==> src/sv/tlfhp_ram.sv <==
// Single-port-write, one-read memory for one free stack.
// Depends on nothing.
module tlfhp_ram #(
  parameter int DEPTH = 128,
  parameter int WIDTH = 16
) (
  input  logic                     clk,
  input  logic                     we,
  input  logic [$clog2(DEPTH)-1:0] waddr,
  input  logic [WIDTH-1:0]         wdata,
  input  logic [$clog2(DEPTH)-1:0] raddr,
  output logic [WIDTH-1:0]         rdata
);
  logic [WIDTH-1:0] mem [DEPTH];

  // write and registered read
  always_ff @(posedge clk) begin
    if (we) begin
      mem[waddr] <= wdata;
    end
    rdata <= mem[raddr];
  end
endmodule
==> config.mk <==
export PLATFORM = sky130hd
export DESIGN_NAME = tlfhp_ram
export DESIGN_NICKNAME = d
export VERILOG_FILES = /design/src/sv/tlfhp_ram.sv
export SDC_FILE = /design/constraint.sdc
export NUM_CORES = 2
export LEC_CHECK = 0
export BUFFER_PORTS_ARGS = -buffer_cell sky130_fd_sc_hd__buf_2
export CAP_MARGIN = 20
export CORE_MARGIN = 2
export CORE_UTILIZATION = 30
export CTS_BUF_LIST = sky130_fd_sc_hd__clkbuf_4
export CTS_CLUSTER_DIAMETER = 60
export CTS_CLUSTER_SIZE = 14
export DETAILED_ROUTE_END_ITERATION = 7
export GPL_TIMING_DRIVEN = 0
export PLACE_DENSITY = 0.43
export SLEW_MARGIN = 10
export SYNTH_ARGS = -nofsm -noshare
export SYNTH_HDL_FRONTEND = slang
export SYNTH_SLANG_ARGS = --single-unit
==> constraint.sdc <==
create_clock -name clk -period 5.4 [get_ports clk]
set_input_delay 0.27 -clock clk [delete_from_list [all_inputs] [get_ports clk]]
set_output_delay 0.27 -clock clk [all_outputs]
set_load 0.05 [all_outputs]
# Word-level counts from Yosys, hierarchy flattened
# Memory sizes are Yosys's and may differ from the RTL's. A register that Yosys moved wholly into a read port is not among the register bits.
# Cells that the tools add are included.
# Widths: inputs -> output; s select.
[classes]
muxes = 2
[ops]
columns = ["cell", "count"]
rows = [
  ["$mux 1", 2],
]
[totals]
register_bits = 0
n_memories = 1
elab_cells = 3
out_inout_bits = 16
ramBits = 2048
input_bits = 32
[memory_table]
columns = ["name", "depth", "width", "read_ports", "rd_clocked_by_memory_dff", "wr", "line_no", "rtl"]
rows = [
  ["mem", 128, 16, 1, 1, 1, "14", "logic [WIDTH-1:0] mem [DEPTH];"],
]

# Depth between registers and ports, before layout
[depth]
depth_word = 2
ltp_mapped = 7
depth_no_buf = 4

# Worst setup path after synthesis
# Ideal clock, no wire load.
[synth_path]
path_kind = "input -> register"
start = "input port raddr[0]"
end = "register rdata[0], read port of mem"
path_buffers = 2
stages = 6
t_required_ns = 5.279
setup_ns = 0.121
path_slack_ns = 2.635
arrival_time_ns = 2.644
path_cell_list = "buf_2 buf_1 mux4_2 mux4_2 mux4_2 mux2_2"
[synth_lines]
columns = ["item", "line_no", "rtl"]
rows = [
  ["start: declaration", "11", "input logic [$clog2(DEPTH)-1:0] raddr,"],
  ["end: declaration", "12", "output logic [WIDTH-1:0] rdata"],
]

==> results.json <==
{
  "die_w_um": 516,
  "maxSlewViolCount": 0,
  "grt_pass1_wl_mm": 319,
  "dieHeight_um": 516,
  "drt_first_pass_iters": 6,
  "ant_nets": 0,
  "ys_types": 17,
  "syn-cell-area_um2": 78500,
  "syn_avg_cell_area_um2": 25.4,
  "htree_num_levels": 4,
  "clk_pin_slew_ns": 0.16,
  "fin_crit_sh_pct": 71.4,
  "regArea_um2": 61800,
  "leakage_nw": 26.5,
  "drive_above_1_share_pct": 37.4,
  "cts.repair.resized": 0,
  "critPathLaunchType": "primary input",
  "async_reset_ff_share_pct": 0,
  "nNetsFinal": 3564,
  "gp_congestion": 0.797,
  "num_io_pins": 48,
  "dp.cells": 6774,
  "fin_crit_ns": 3.86,
  "drc": 0,
  "ff2ff_path_depth": 5,
  "post_drt_wl_per_cell_um": 32.7,
  "path_cells": "clkbuf_2, clkbuf_2, buf_1, mux4_2, mux4_2, mux4_2, mux2_2, dlygate4sd3_1",
  "end_kind": "flop",
  "start_util_pct": 30.2,
  "crit_path_max_fanout": 10,
  "cts_setup_buffers": 0,
  "instances_no_fill": 7149,
  "core_area_um2": 260000,
  "critPathArrivalTime_ns": 5.03,
  "critPathMostFrequentCell": "mux4_2",
  "fin_total_pwr_mw": 27.3,
  "vias": 35600,
  "timing.rr.start": "mem[6][3]",
  "ys_ff_latch": 2064,
  "hold_start": "waddr[1]",
  "pwr_density_cell_nw_per_um2": 305,
  "vias_per_cell": 4.98,
  "multiInputGateArea_um2": 16400,
  "critical_path.max_stage_delay_ns": 0.85,
  "antenna_found_initial": 24,
  "final_util_pct": 34.4,
  "gr-total-overflow": 0,
  "synth_warnings": 0,
  "cts_buffer_depth": 3,
  "clock_skew_ns": 0.0950,
  "cts.sinks": 2064,
  "hold_path.class": "primary input to flop",
  "yosys-top-cells-count": "edfxtp_1 (2048), mux4_2 (672), nor2_1 (122)",
  "syn_inst": 3086,
  "outcome": "finished clean",
  "fillCellCount": 24000,
  "grt_pass1_vias": 36500,
  "worstPathRequired_ns": 6.58,
  "placementRows": 187,
  "dieArea_um2": 266000,
  "final-hold-violation-count": 0,
  "synth_top_cell_area_share_pct": 78.3,
  "slew_headroom_pct": 23.2,
  "synth_area_leaders": "edfxtp_1 (78%), mux4_2 (19%), nor2_1 (0.58%), dfxtp_1 (0.41%), clkbuf_1 (0.39%)",
  "synth_enable_flop_cells": 2048,
  "slowest_stage": "buf_1",
  "fmax_ghz": 0.259,
  "wirelength_mm": 233,
  "ctsHoldBuffers": 69,
  "grt_max_degree": 88,
  "hpwlAfterDp_mm": 157,
  "grt_usage_pct": 17.6,
  "drt_iter0_drc": 3920,
  "final_cell_area_um2": 89400,
  "rsz0062_at_grt": "no",
  "cts_tree": "built",
  "port-buffer-count": 37,
  "drv_cap": 0,
  "ys_seq_area_share_pct": 78.7,
  "hold_slack_ns": 0.348,
  "syn_nets": 3118,
  "syn_to_final_growth_pct": 13.8,
  "yosys.cell_count.top_type": "edfxtp_1",
  "vdd_ir_drop_max_v": 0.000215,
  "synth_area_leader_cell": "edfxtp_1",
  "clkLatencyLatePin_ns": 1.31,
  "ys.flop_type": "edfxtp_1",
  "hold_end": "mem[74][14]",
  "setup.worst_path.class": "primary input to flop",
  "r2r_end": "rdata[3]",
  "min_path_cells": 4,
  "cts_root_buf": "clkbuf_4",
  "setup_violations": 0,
  "tightest_slew_ns": 1.15,
  "r2r_setup_slack_ns": 2.27,
  "cts_made_buffers": 179,
  "place_area_um2": 86200
}
cells by family (layout without fill, tap and decap cells):
logic type    Yosys count  count (layout)  synth area share [%]
flops                2064            2064                  78.7
mux                   688             688                  19.5
simple gates          170             170                 0.888
buf+inv               164             705                 0.881
other cells             0              26                     0
worst max-delay path, delay by kind of cell:
family                 cells  cell delay [ns]
buffers and inverters      4             2.67
multiplexers               4             2.03
state kept, by name (all words and copies together) (netlist names):
signal  count
mem      2048
rdata      16
how the worst max path moves through the flow:
stage / startpoint / end / slack [ns] / cells after the start
after floorplan: raddr[0] / rdata[0] / 2.63 / 6
after global placement: raddr[2] / rdata[15] / -0.53 / 7
after detailed placement: raddr[2] / rdata[15] / 0.69 / 7
after CTS: raddr[2] / rdata[3] / 1.64 / 8
after global routing: raddr[2] / rdata[3] / 1.69 / 8
final: raddr[2] / rdata[3] / 1.54 / 8
power by group:
group | internal [mW] | switching, mW
Sequential | 17.7 | 0.0292
Combinational | 0.756 | 1.35
Clock | 2.33 | 5.13
through the flow:
| step | TNS [ns] | setup slack, ns |
|---|---|---|
| 2_1_floorplan | 0 | 2.63 |
| 3_3_place_gp | -6.79 | -0.532 |
| 3_5_place_dp | 0 | 0.694 |
| 4_1_cts | 0 | 1.64 |
| 5_1_grt | 0 | 1.69 |
| 6_report | 0 | 1.54 |
per-layer routing:
layer  up-vias  global-route usage (%)  part of all wire, %
met5         -                       0                    0
met4         0                    3.61                  2.0
met3       240                    2.70                  4.7
met2       875                    29.0                   49
met1     20100                    24.7                   44
li1      14400                       -                    -
layout make-up:
class	instances	share of cell area, %
flip-flops and latches	2064	69.2
multi-input cells	858	18.4
well taps	3496	4.89
repair buffers	265	4.29
clock buffers	214	1.80
plain buffers	164	0.802
clock inverters	62	0.620
diodes	26	0.0728
placed cells by master, fill, tap and decap left out, types with 4 or more instances in the layout:
cell type,instances
nor2_4,10
edfxtp_1,2048
nor2b_1,7
clkinv_1,23
buf_6,32
diode_2,26
buf_16,40
clkbuf_2,18
buf_2,75
nor3_2,9
nand3_1,12
inv_6,4
clkbuf_1,64
buf_12,9
buf_8,98
nand2_1,14
inv_2,6
clkinvlp_4,6
clkinv_2,10
mux2_2,16
buf_1,26
clkbuf_4,214
buf_4,14
nor2_2,109
dfxtp_1,16
mux4_2,672
bufinv_16,9
dlygate4sd3_1,53
Note: power is estimated with default switching activity, not from simulation.
